===== src/hdl/fpq_pkg.sv =====
package fpq_pkg;

	// field widths of the transaction payloads
	localparam int unsigned TAG_W       = 16;
	localparam int unsigned DUR_W       = 20;
	localparam int unsigned TIME_W      = 32;
	localparam int unsigned DELAY_W     = 25;
	localparam int unsigned LEN_W       = 7;
	localparam int unsigned SCALE_OUT_W = 8;

	// action codes of an input transaction
	typedef enum logic [1:0] {
		ACT_ARRIVAL     = 2'd0,
		ACT_FEEDBACK    = 2'd1,
		ACT_SERVICE_END = 2'd2,
		ACT_IGNORED     = 2'd3
	} action_t;

	// register indexes on the apb port (word address)
	localparam logic [1:0] REG_QUEUE_LIMIT = 2'd0;
	localparam logic [1:0] REG_BACKOFF     = 2'd1;
	localparam logic [1:0] REG_RAISE       = 2'd2;

	// register reset values
	localparam logic [LEN_W-1:0]  QUEUE_LIMIT_RST = 7'd64;
	localparam logic [TIME_W-1:0] BACKOFF_RST     = 32'd200000;
	localparam logic [TIME_W-1:0] RAISE_RST       = 32'd100000;

	// divide by ten through a reciprocal, exact for inputs below 2^26
	localparam int unsigned     DR_W        = 24;
	localparam int unsigned     QUOT_W      = 21;
	localparam int unsigned     DIV10_SHIFT = 27;
	localparam int unsigned     PROD_W      = 48;
	localparam logic [DR_W-1:0] DIV10_MUL   = 24'd13421773;

	// result flags that travel alongside the delay datapath
	typedef struct packed {
		logic                   sent;
		logic                   start_now;
		logic                   dropped;
		logic [LEN_W-1:0]       qlen;
		logic [SCALE_OUT_W-1:0] scale;
	} flags_t;

endpackage


===== src/hdl/fpq_delay.sv =====
module fpq_delay #(
	parameter int unsigned TENS_W = 5
) (
	input  logic                               clk,
	input  logic                               arst_n,
	input  logic                               adv,
	input  logic                               valid_s2,
	input  fpq_pkg::flags_t                    flags_s2,
	input  logic [fpq_pkg::TAG_W-1:0]          tag_s2,
	input  logic [fpq_pkg::DUR_W-1:0]          dur_s2,
	input  logic [TENS_W-1:0]                  tens_s2,
	input  logic [3:0]                         ones_s2,
	output logic                               valid_s4,
	output fpq_pkg::flags_t                    flags_s4,
	output logic [fpq_pkg::TAG_W-1:0]          tag_s4,
	output logic [fpq_pkg::DELAY_W-1:0]        base_s4,
	output logic [fpq_pkg::QUOT_W-1:0]         quot_s4
);

	localparam int unsigned DELAY_W = fpq_pkg::DELAY_W;
	localparam int unsigned DR_W    = fpq_pkg::DR_W;
	localparam int unsigned PROD_W  = fpq_pkg::PROD_W;

	logic                        valid_s3;
	fpq_pkg::flags_t             flags_s3;
	logic [fpq_pkg::TAG_W-1:0]   tag_s3;
	logic [fpq_pkg::DUR_W-1:0]   dur_s3;
	logic [DELAY_W-1:0]          dq_s3;
	logic [DR_W-1:0]             dr_s3;

	logic [DELAY_W-1:0]          dq;
	logic [DR_W-1:0]             dr;
	logic [DELAY_W-1:0]          base;
	logic [PROD_W-1:0]           prod;

	// duration times tens digit and times ones digit of the scale
	assign dq = DELAY_W'(dur_s2) * DELAY_W'(tens_s2);
	assign dr = DR_W'(dur_s2) * DR_W'(ones_s2);

	// base term d + d*tens, and the ones part divided by ten
	assign base = DELAY_W'(dur_s3) + dq_s3;
	assign prod = PROD_W'(dr_s3) * PROD_W'(fpq_pkg::DIV10_MUL);

	// stage valids
	always_ff @(posedge clk or negedge arst_n) begin
		if (!arst_n) begin
			valid_s3 <= 1'b0;
			valid_s4 <= 1'b0;
		end else if (adv) begin
			valid_s3 <= valid_s2;
			valid_s4 <= valid_s3;
		end
	end

	// stage payloads
	always_ff @(posedge clk) begin
		if (adv) begin
			flags_s3 <= flags_s2;
			tag_s3   <= tag_s2;
			dur_s3   <= dur_s2;
			dq_s3    <= dq;
			dr_s3    <= dr;
			flags_s4 <= flags_s3;
			tag_s4   <= tag_s3;
			base_s4  <= base;
			quot_s4  <= prod[fpq_pkg::DIV10_SHIFT +: fpq_pkg::QUOT_W];
		end
	end

endmodule


===== src/hdl/feedback_paced_drop_tail_queue_top.sv =====
// Feedback-paced drop-tail transmit queue.
// Input channel (item_valid / item_stall) carries one event per transaction:
// a packet arrival, congestion feedback, or a service end. Every event gives
// exactly one result transaction on the result channel (result_valid /
// result_stall): the sent packet and its stretched service delay, the
// start-service request, the drop flag, the queue length and the scale.
// An accepted event passes the input, stage 2, stage 3, stage 4 and result
// registers in order; one event is accepted per cycle while the result is not
// stalled. The rate is set by the queue state update (pointers, count, scale
// counter), done on the input register, with the packet store read on the
// same edge; the delay multiply follows in pipelined stages 3 and 4.
// When the result is stalled the whole pipeline holds and item_stall rises
// in the same cycle; results are never lost or reordered.
// Reset empties the queue, clears the scale and the congestion time, and
// loads the register defaults (limit 64, backoff 200000, raise 100000).
// The packet store itself is not cleared; no clearing pass is needed.
// Registers on the apb port: 0x0 queue_limit, 0x4 backoff_interval,
// 0x8 raise_interval; write them only while the block is idle.
module feedback_paced_drop_tail_queue_top #(
	parameter int unsigned QUEUE_DEPTH = 64,
	parameter int unsigned SCALE_MAX   = 255
) (
	input  logic        clk,
	input  logic        arst_n,
	// apb configuration port
	input  logic        psel,
	input  logic        penable,
	input  logic        pwrite,
	input  logic [3:0]  paddr,
	input  logic [31:0] pwdata,
	output logic [31:0] prdata,
	output logic        pready,
	// event channel
	input  logic        item_valid,
	output logic        item_stall,
	input  logic [1:0]  action,
	input  logic [31:0] now_time,
	input  logic [15:0] packet_tag,
	input  logic [19:0] packet_duration,
	input  logic        queue_full_flag,
	input  logic        receiver_full_flag,
	// result channel
	output logic        result_valid,
	input  logic        result_stall,
	output logic        sent_valid,
	output logic [15:0] sent_tag,
	output logic [24:0] service_delay,
	output logic        start_service_now,
	output logic        dropped,
	output logic [6:0]  queue_length,
	output logic [7:0]  scale_tenths
);

	localparam int unsigned PTR_W    = (QUEUE_DEPTH > 1) ? $clog2(QUEUE_DEPTH) : 1;
	localparam int unsigned CNT_W    = $clog2(QUEUE_DEPTH + 1);
	localparam int unsigned CMP_W    = (CNT_W > fpq_pkg::LEN_W) ? CNT_W : fpq_pkg::LEN_W;
	localparam int unsigned SCALE_W  = $clog2(SCALE_MAX + 1);
	localparam int unsigned TENS_MAX = SCALE_MAX / 10;
	localparam int unsigned TENS_W   = (TENS_MAX > 0) ? $clog2(TENS_MAX + 1) : 1;
	localparam int unsigned LEN_W    = fpq_pkg::LEN_W;
	localparam int unsigned SOUT_W   = fpq_pkg::SCALE_OUT_W;
	localparam int unsigned TAG_W    = fpq_pkg::TAG_W;
	localparam int unsigned DUR_W    = fpq_pkg::DUR_W;
	localparam int unsigned TIME_W   = fpq_pkg::TIME_W;
	localparam int unsigned DELAY_W  = fpq_pkg::DELAY_W;

	localparam logic [PTR_W-1:0]   PTR_LAST  = PTR_W'(QUEUE_DEPTH - 1);
	localparam logic [CNT_W-1:0]   CNT_FULL  = CNT_W'(QUEUE_DEPTH);
	localparam logic [SCALE_W-1:0] SCALE_TOP = SCALE_W'(SCALE_MAX);

	// configuration registers
	logic [LEN_W-1:0]  limit_q;
	logic [TIME_W-1:0] backoff_q;
	logic [TIME_W-1:0] raise_q;
	logic              cfg_wr;

	// queue and pacing state
	logic [TAG_W-1:0]   tag_mem [QUEUE_DEPTH];
	logic [DUR_W-1:0]   dur_mem [QUEUE_DEPTH];
	logic [PTR_W-1:0]   head_q;
	logic [PTR_W-1:0]   tail_q;
	logic [CNT_W-1:0]   count_q;
	logic               busy_q;
	logic [SCALE_W-1:0] scale_q;
	logic [TENS_W-1:0]  tens_q;
	logic [3:0]         ones_q;
	logic [TIME_W-1:0]  last_q;

	// input register
	logic              valid_s1;
	logic [1:0]        act_s1;
	logic [TIME_W-1:0] now_s1;
	logic [TAG_W-1:0]  tag_s1;
	logic [DUR_W-1:0]  dur_s1;
	logic              qf_s1;
	logic              rf_s1;

	// step decode
	logic               adv;
	logic               proc;
	logic [TIME_W-1:0]  elapsed;
	logic               act_live;
	logic               dec;
	logic               raise_hit;
	logic               inc;
	logic               pop;
	logic               go_idle;
	logic               push;
	logic               drop;
	logic               start;
	logic [SCALE_W-1:0] scale_d;
	logic [SCALE_W-1:0] scale_n;
	logic [TENS_W-1:0]  tens_d;
	logic [TENS_W-1:0]  tens_n;
	logic [3:0]         ones_d;
	logic [3:0]         ones_n;
	logic [CNT_W-1:0]   count_n;

	// stage 2
	logic              valid_s2;
	fpq_pkg::flags_t   flags_s2;
	logic [TAG_W-1:0]  tag_s2;
	logic [DUR_W-1:0]  dur_s2;
	logic [TENS_W-1:0] tens_s2;
	logic [3:0]        ones_s2;

	// stage 4 from the delay datapath
	logic                       valid_s4;
	fpq_pkg::flags_t            flags_s4;
	logic [TAG_W-1:0]           tag_s4;
	logic [DELAY_W-1:0]         base_s4;
	logic [fpq_pkg::QUOT_W-1:0] quot_s4;

	// result register
	logic               result_valid_q;
	logic               sent_q;
	logic [TAG_W-1:0]   sent_tag_q;
	logic [DELAY_W-1:0] delay_q;
	logic               start_q;
	logic               dropped_q;
	logic [LEN_W-1:0]   qlen_q;
	logic [SOUT_W-1:0]  scale_out_q;

	// apb access
	assign pready = 1'b1;
	assign cfg_wr = psel && penable && pwrite;

	always_ff @(posedge clk or negedge arst_n) begin
		if (!arst_n) begin
			limit_q   <= fpq_pkg::QUEUE_LIMIT_RST;
			backoff_q <= fpq_pkg::BACKOFF_RST;
			raise_q   <= fpq_pkg::RAISE_RST;
		end else if (cfg_wr) begin
			unique case (paddr[3:2])
				fpq_pkg::REG_QUEUE_LIMIT: limit_q   <= pwdata[LEN_W-1:0];
				fpq_pkg::REG_BACKOFF:     backoff_q <= pwdata;
				fpq_pkg::REG_RAISE:       raise_q   <= pwdata;
				default: ;
			endcase
		end
	end

	always_comb begin
		unique case (paddr[3:2])
			fpq_pkg::REG_QUEUE_LIMIT: prdata = 32'(limit_q);
			fpq_pkg::REG_BACKOFF:     prdata = backoff_q;
			fpq_pkg::REG_RAISE:       prdata = raise_q;
			default:                  prdata = 32'd0;
		endcase
	end

	// the whole pipeline moves unless a finished result is held
	assign adv        = !result_valid_q || !result_stall;
	assign item_stall = !adv;
	assign proc       = valid_s1 && adv;

	// input register
	always_ff @(posedge clk or negedge arst_n) begin
		if (!arst_n) begin
			valid_s1 <= 1'b0;
		end else if (adv) begin
			valid_s1 <= item_valid;
		end
	end

	always_ff @(posedge clk) begin
		if (adv) begin
			act_s1 <= action;
			now_s1 <= now_time;
			tag_s1 <= packet_tag;
			dur_s1 <= packet_duration;
			qf_s1  <= queue_full_flag;
			rf_s1  <= receiver_full_flag;
		end
	end

	// event decode and scale update, scale kept also as tens and ones digits
	always_comb begin
		elapsed   = now_s1 - last_q;
		act_live  = act_s1 != fpq_pkg::ACT_IGNORED;
		dec       = act_live && (elapsed >= backoff_q) && (scale_q > SCALE_W'(1));
		raise_hit = (act_s1 == fpq_pkg::ACT_FEEDBACK) && (qf_s1 || rf_s1) &&
			(elapsed >= raise_q);

		scale_d = scale_q;
		tens_d  = tens_q;
		ones_d  = ones_q;
		if (dec) begin
			scale_d = scale_q - SCALE_W'(1);
			if (ones_q == 4'd0) begin
				ones_d = 4'd9;
				tens_d = tens_q - TENS_W'(1);
			end else begin
				ones_d = ones_q - 4'd1;
			end
		end

		inc     = raise_hit && (scale_d < SCALE_TOP);
		scale_n = scale_d;
		tens_n  = tens_d;
		ones_n  = ones_d;
		if (inc) begin
			scale_n = scale_d + SCALE_W'(1);
			if (ones_d == 4'd9) begin
				ones_n = 4'd0;
				tens_n = tens_d + TENS_W'(1);
			end else begin
				ones_n = ones_d + 4'd1;
			end
		end

		pop     = (act_s1 == fpq_pkg::ACT_SERVICE_END) && (count_q != '0);
		go_idle = (act_s1 == fpq_pkg::ACT_SERVICE_END) && (count_q == '0);
		drop    = (act_s1 == fpq_pkg::ACT_ARRIVAL) &&
			((CMP_W'(count_q) >= CMP_W'(limit_q)) || (count_q == CNT_FULL));
		push    = (act_s1 == fpq_pkg::ACT_ARRIVAL) && !drop;
		start   = push && !busy_q;

		if (push) begin
			count_n = count_q + CNT_W'(1);
		end else if (pop) begin
			count_n = count_q - CNT_W'(1);
		end else begin
			count_n = count_q;
		end
	end

	// queue and pacing state
	always_ff @(posedge clk or negedge arst_n) begin
		if (!arst_n) begin
			head_q  <= '0;
			tail_q  <= '0;
			count_q <= '0;
			busy_q  <= 1'b0;
			scale_q <= '0;
			tens_q  <= '0;
			ones_q  <= 4'd0;
			last_q  <= '0;
		end else if (proc) begin
			count_q <= count_n;
			scale_q <= scale_n;
			tens_q  <= tens_n;
			ones_q  <= ones_n;
			if (raise_hit) begin
				last_q <= now_s1;
			end
			if (pop) begin
				head_q <= (head_q == PTR_LAST) ? '0 : head_q + PTR_W'(1);
				busy_q <= 1'b1;
			end else if (go_idle) begin
				busy_q <= 1'b0;
			end
			if (push) begin
				tail_q <= (tail_q == PTR_LAST) ? '0 : tail_q + PTR_W'(1);
				if (start) begin
					busy_q <= 1'b1;
				end
			end
		end
	end

	// packet store: write at tail, registered read at head
	always_ff @(posedge clk) begin
		if (proc && push) begin
			tag_mem[tail_q] <= tag_s1;
			dur_mem[tail_q] <= dur_s1;
		end
		if (adv) begin
			tag_s2 <= tag_mem[head_q];
			dur_s2 <= dur_mem[head_q];
		end
	end

	// stage 2 register
	always_ff @(posedge clk or negedge arst_n) begin
		if (!arst_n) begin
			valid_s2 <= 1'b0;
		end else if (adv) begin
			valid_s2 <= valid_s1;
		end
	end

	always_ff @(posedge clk) begin
		if (adv) begin
			flags_s2.sent      <= act_live && pop;
			flags_s2.start_now <= start;
			flags_s2.dropped   <= drop;
			flags_s2.qlen      <= LEN_W'(act_live ? count_n : count_q);
			flags_s2.scale     <= SOUT_W'(scale_n);
			tens_s2            <= tens_n;
			ones_s2            <= ones_n;
		end
	end

	// delay = d + d*tens + floor(d*ones / 10)
	fpq_delay #(
		.TENS_W(TENS_W)
	) u_delay (
		.clk      (clk),
		.arst_n   (arst_n),
		.adv      (adv),
		.valid_s2 (valid_s2),
		.flags_s2 (flags_s2),
		.tag_s2   (tag_s2),
		.dur_s2   (dur_s2),
		.tens_s2  (tens_s2),
		.ones_s2  (ones_s2),
		.valid_s4 (valid_s4),
		.flags_s4 (flags_s4),
		.tag_s4   (tag_s4),
		.base_s4  (base_s4),
		.quot_s4  (quot_s4)
	);

	// result register
	always_ff @(posedge clk or negedge arst_n) begin
		if (!arst_n) begin
			result_valid_q <= 1'b0;
		end else if (adv) begin
			result_valid_q <= valid_s4;
		end
	end

	always_ff @(posedge clk) begin
		if (adv) begin
			sent_q      <= flags_s4.sent;
			sent_tag_q  <= flags_s4.sent ? tag_s4 : '0;
			delay_q     <= flags_s4.sent ? base_s4 + DELAY_W'(quot_s4) : '0;
			start_q     <= flags_s4.start_now;
			dropped_q   <= flags_s4.dropped;
			qlen_q      <= flags_s4.qlen;
			scale_out_q <= flags_s4.scale;
		end
	end

	assign result_valid      = result_valid_q;
	assign sent_valid        = sent_q;
	assign sent_tag          = sent_tag_q;
	assign service_delay     = delay_q;
	assign start_service_now = start_q;
	assign dropped           = dropped_q;
	assign queue_length      = qlen_q;
	assign scale_tenths      = scale_out_q;

endmodule


===== config.mk =====
export PLATFORM = sky130hd
export DESIGN_NAME = feedback_paced_drop_tail_queue_top
export DESIGN_NICKNAME = d
export VERILOG_FILES = /design/src/hdl/fpq_pkg.sv /design/src/hdl/fpq_delay.sv /design/src/hdl/feedback_paced_drop_tail_queue_top.sv
export SDC_FILE = /design/constraint.sdc
export NUM_CORES = 2
export LEC_CHECK = 0
export BUFFER_PORTS_ARGS = -buffer_cell sky130_fd_sc_hd__clkbuf_2
export CAP_MARGIN = 15
export CORE_MARGIN = 2
export CORE_UTILIZATION = 40
export CTS_CLUSTER_DIAMETER = 120
export DETAILED_ROUTE_END_ITERATION = 8
export SLEW_MARGIN = 5
export SYNTH_ARGS = -nofsm -noshare
export SYNTH_HDL_FRONTEND = slang
export SYNTH_SLANG_ARGS = --single-unit

===== constraint.sdc =====
create_clock -name clk -period 14.5 [get_ports clk]
set_input_delay 1.45 -clock clk [delete_from_list [all_inputs] [get_ports clk]]
set_output_delay 1.45 -clock clk [all_outputs]
set_load 0.1 [all_outputs]

# Yosys cells after proc, flatten, opt, wreduce, memory -nomap -nowiden

Memories as Yosys holds them, arrays and structs flattened. A register that Yosys moved wholly into a read port is not among the register bits.
Index checks and enable logic that the tools add are counted.

Register bits after elaboration: 486
Memory bits (writable): 2304
Output and inout port bits: 94
Word-level logic and storage cells: 141
Memories kept: 2

Memory list:

| memory  | words | width | read ports | clocked after memory_dff | write ports | RTL line                                 | RTL |
|---|---|---|---|---|---|---|---|
| dur_mem | 64    | 20    | 1          | 1                        | 1           | feedback_paced_drop_tail_queue_top.sv:79 | `logic [DUR_W-1:0] dur_mem [QUEUE_DEPTH];` |
| tag_mem | 64    | 16    | 1          | 1                        | 1           | feedback_paced_drop_tail_queue_top.sv:78 | `logic [TAG_W-1:0] tag_mem [QUEUE_DEPTH];` |

Add/subtract/negate cells: 13
$mul: 3
Order comparisons: 5
Eq/ne operators: 9
Multiplexer cells: 22
Reduce and logical (&&, ||, !) cells: 34

Operators by type and width:

| kind                   | count |
|---|---|
| $pmux 32 s3            | 1 |
| $ge 32x32->1           | 2 |
| $mul 24x24->48 const B | 1 |
| $sub 32x32->32         | 1 |
| $add 20x25->25         | 1 |
| $add 25x21->25         | 1 |
| $mul 20x5->25          | 1 |
| $mul 20x4->24          | 1 |
| $mux 7                 | 3 |
| $mux 5                 | 4 |
| $mux 4                 | 4 |
| $mux 8                 | 2 |
| $logic_and 1x1->1      | 15 |
| $add 6x1->6 const B    | 2 |
| $eq 6x6->1 const B     | 2 |
| $mux 6                 | 2 |
| $reduce_and 2->1       | 6 |
| $add 8x1->8 const B    | 1 |
| $gt 8x1->1 const B     | 1 |
| $lt 8x8->1 const B     | 1 |
| $sub 8x1->8 const B    | 1 |
| $add 7x1->7 const B    | 1 |
| $eq 7x7->1 const B     | 1 |
| $ge 7x7->1             | 1 |
| 16 further kinds       | 30 |

# Depth between registers and ports, before layout

Depth in word-level cells: 8
Gate-level depth with buffers: 33
Depth with buffers taken out: 33

# Hierarchy

Synthesis repeated with hierarchy kept, for this count alone.

Cell total of the unflattened synthesis: 6883
Area, all modules: 126859.2 µm²

By module, submodules not included:

| module                             | instances | cells an instance | area an instance (µm²) | seq. area each (µm²) |
|---|---|---|---|---|
| feedback_paced_drop_tail_queue_top | 1         | 4905              | 105027.0               | 78606.6 |
| fpq_delay                          | 1         | 1978              | 21832.2                | 5545.3 |

# Least setup slack after synthesis

Ideal clock, no wire load.

Path type: input port to output port
From: in result_stall
To: out item_stall
Arrival: 13.411 ns
Data required time: 13.050 ns
Slack: -0.361 ns
Stages: 2
Cells stage by stage: nand2_1 inv_1

Cells in the longest elaborated chain, start to end: 3

Ends and longest elaborated chain:

| item             | RTL line                                  | RTL |
|---|---|---|
| from (decl)      | feedback_paced_drop_tail_queue_top.sv:44  | `input logic result_stall,` |
| $logic_not 1->1  | feedback_paced_drop_tail_queue_top.sv:173 | `assign adv = !result_valid_q \|\| !result_stall;` |
| $logic_or 1x1->1 | feedback_paced_drop_tail_queue_top.sv:173 |  |
| $logic_not 1->1  | feedback_paced_drop_tail_queue_top.sv:174 | `assign item_stall = !adv;` |
| to (decl)        | feedback_paced_drop_tail_queue_top.sv:35  | `output logic item_stall,` |

Every way passes these cells.

# Worst setup path in the final report

From: reg now_s1[1]
To: reg ones_q[3]

Cells in the longest elaborated chain, start to end: 8
Elaborated cells between the ends (all ways): 14
Those cells by class: add/sub (2); order compare (3); eq/ne (1); mux (4); reduce/logical (4)

Ends and longest elaborated chain:

| item                                               | RTL line                                                                             | RTL |
|---|---|---|
| from (decl)                                        | feedback_paced_drop_tail_queue_top.sv:92                                             | `logic [TIME_W-1:0] now_s1;` |
| from (signal assigned)                             | feedback_paced_drop_tail_queue_top.sv:189                                            | `now_s1 <= now_time;` |
| $sub 32x32->32 (*)                                 | feedback_paced_drop_tail_queue_top.sv:199                                            | `elapsed = now_s1 - last_q;` |
| $ge 32x32->1                                       | feedback_paced_drop_tail_queue_top.sv:201                                            | `dec = act_live && (elapsed >= backoff_q) && (scale_q > SCALE_W'(1));` |
| $logic_and 1x1->1 (2 in a row)                     | feedback_paced_drop_tail_queue_top.sv:201                                            |  |
| $mux 8 / $mux 4 (equally long branches)            | feedback_paced_drop_tail_queue_top.sv:208                                            | `if (dec) begin` |
| $lt 8x8->1 (tied with other cells)                 | feedback_paced_drop_tail_queue_top.sv:218                                            | `inc = raise_hit && (scale_d < SCALE_TOP);` |
| $logic_and 1x1->1 / $mux 4 (equally long branches) | feedback_paced_drop_tail_queue_top.sv:218, feedback_paced_drop_tail_queue_top.sv:224 |  |
| $mux 4 (*)                                         | feedback_paced_drop_tail_queue_top.sv:222                                            | `if (inc) begin` |
| named net ones_n[3]                                | feedback_paced_drop_tail_queue_top.sv:116                                            | `logic [3:0] ones_n;` |
| to (signal assigned)                               | feedback_paced_drop_tail_queue_top.sv:263                                            | `ones_q <= ones_n;` |
| to (decl)                                          | feedback_paced_drop_tail_queue_top.sv:86                                             | `logic [3:0] ones_q;` |

The timed path passes the listed nets; every way through them passes the cells marked *.
A chain may end at the register's enable or synchronous reset.

==> run metrics <==
status=finished clean; largest net degree at the start of global routing=139; fmax=between 100 and 150 MHz; Post-CTS Setup Inserts=0; Cell Rows=about 200; synthesis-to-layout area growth=13.1%; count of final hold-check violations=0; Avg Inst Size Synth=roughly 19 µm²; RSZ-0062 raised after global routing=no; Multi-input gate area=0.0392 mm²; clock sink total=between 2000 and 3000; TritonCTS clock tree=built; Bufs on Longest Clock Path=4; Final Critical Period=around 8300 ps; Netlist Area Pre-Place=around 0.13 mm²; number of synthesized flops with an enable pin=~2700; CP peak stage delay=670 ps; final period utilization=between 50% and 60%; final core occ=a little under half; Clock Skew=92.8 ps; Root Buffer=clkbuf_16; Synth Warn #=0; Req. time, crit path=15200 ps; First-pass DRT Iterations=5; initial antenna violation count=10; Synth cell types=88; Critical Path AT=around 9000 ps; Worst-path clk slew=~70 ps; # IOs=roughly 210; number of port buffers=about 210; Worst slew margin=a little under a quarter; Top FF cell, synth=edfxtp_1; CP startpoint kind=flip-flop; Resized Gates After CTS=0; worst slew pin tran=about 1200 ps; register bit total from synthesis=around 2800; Die H=565 µm; max-slew violation count=0; WL/cell=27.3 µm; Core Area=~0.31 mm²; Die Area=approximately 0.32 mm²; Num CTS Buffers=305; Setup-failing EPs final=0; DR vias/cell=between 5 and 6; CP max-delay cell=a21oi_2; vias in the first global route=~66000; remaining antenna violation count=0; Hold WC Path Type=reg -> reg; kind of critical path=reg -> reg; Die X=approximately 570 µm; CP Capture Type=flip-flop; TNS Setup=0 ps; global router's overall resource usage=between 10% and 20%; CP max FO=13; sequential-to-total area share from yosys stat=66.8%; 1st-iter DRT viols=around 6000; Nets=8092; Post-Syn Nets=7681; layout cells sized above 1=a little under a quarter; DP HPWL=~190000 µm; crit-path most repeated cell=ha_1; Congestion Overflow GR=0; vias post-DR=63500; WL final=roughly 320000 µm; Sequential Area=about 0.084 mm²; # DRC=0; worst skew pair latency=a little under 900 ps; post-synthesis instance total=between 6000 and 7000; Initial Util=around two fifths; Max Cap Viol=0; Hold Buf Count CTS=0; fill cell count=about 27000; Async SR Flop Fraction=between 5 and 6%; GP Congestion=between 0.8 and 0.9; H-Tree Depth=5; first-pass GRT wire length=between 400000 and 500000 µm
## worst paths after layout
kind	from	end	slack, ps	cells after the start
worst max-delay path	now_s1[1]	ones_q[3]	6240	29
worst min-delay path	flags_s2[14]	u_delay.flags_s3[14]	410	0
worst max register to register	now_s1[1]	ones_q[3]	6240	29
worst min register to register	flags_s2[14]	u_delay.flags_s3[14]	410	0
max in group asynchronous	arst_n	head_q[3]	12280	2
min in group asynchronous	arst_n	last_q[18]	710	1
## cell families after synthesis
| family | after synthesis | share of synthesized area, % |
|---|---|---|
| buffers and inverters | 829 | 2.47 |
| adder cells (fa/ha/maj) | 788 | 9.69 |
| XOR/XNOR | 169 | 1.17 |
| multiplexers | 818 | 14.1 |
| flip-flops | 2826 | 66.8 |
| other | 1 | 0.00298 |
| AO/OA/AOI/OAI | 503 | 2.59 |
| AND/OR/NAND/NOR | 844 | 3.20 |
## metrics by stage
stage          cells  cell area, µm²  setup WS, ps  hold WS, ps
3_3_place_gp   11000          133000          6390          401
4_1_cts        11600          142000          6240          408
2_1_floorplan   6778          126000          4300          400
6_report       11600          142000          6240          405
5_1_grt        11600          142000          5710          420
3_5_place_dp   11000          133000          6290          405
## critical path: cells and delay by family, from the launching register on
kind,cells,cell delay [ps]
AO/OA/AOI/OAI,13,3730
flip-flops,1,450
adder cells (fa/ha/maj),3,880
multiplexers,2,430
XOR/XNOR,2,410
AND/OR/NAND/NOR,9,2230
## synth_stat cells, types with 68 or more instances
library cell	count	area share [%]
buf_1	68	0.20
ha_1	475	4.7
edfxtp_1	2681	64
o21ai_0	156	0.62
nand2_1	294	0.88
dfrtp_1	132	2.6
nor2_1	193	0.58
clkbuf_1	187	0.56
xnor2_1	133	0.92
fa_1	313	5.0
inv_1	572	1.7
a21oi_1	102	0.41
mux4_2	756	14
and2_1	104	0.52
## layout by cell type (no fill, tap or decap), types with 64 or more instances in the layout
master        n
dfrtp_1     126
xnor2_1     133
edfxtp_1   2681
nor2_4       64
nor2_1      129
clkbuf_1     64
inv_1       572
nand2_1     293
mux4_2      756
fa_1        313
a21oi_1     102
clkbuf_16   311
buf_4       150
ha_1        475
and2_1      104
o21ai_0     156
clkbuf_2    204
## per-layer routing
layer	GRT usage, %	vias up	share of wire (%)
li1	-	27200	-
met1	25.7	33800	40
met2	34.6	2029	51
met4	4.95	4	2.5
met5	0	-	0.0073
met3	3.32	448	6.3
## cell type report
class | count | area share (%)
clock inverter | 151 | 0.904
antenna | 4 | 0.00703
tap | 4160 | 3.65
inverter | 572 | 1.51
timing repair buffer | 361 | 1.60
multi-input combinational | 3123 | 27.5
sequential | 2826 | 59.1
clock buffer | 381 | 5.69
## flip-flops by register name, indices dropped and copies added (netlist names), 18 cells and up
name / cells
dur_s1: 20
raise_q: 32
dur_s2: 20
tag_mem: 1024
u_delay.flags_s4: 18
last_q: 32
backoff_q: 32
dur_mem: 1280
u_delay.dq_s3: 25
u_delay.dr_s3: 24
u_delay.base_s4: 25
now_s1: 32
service_delay: 25
u_delay.dur_s3: 20
u_delay.flags_s3: 18
u_delay.quot_s4: 21
flags_s2: 18
Power is not shown: default switching activity piles up to over one toggle a cycle in this logic, so the estimate is an artifact.
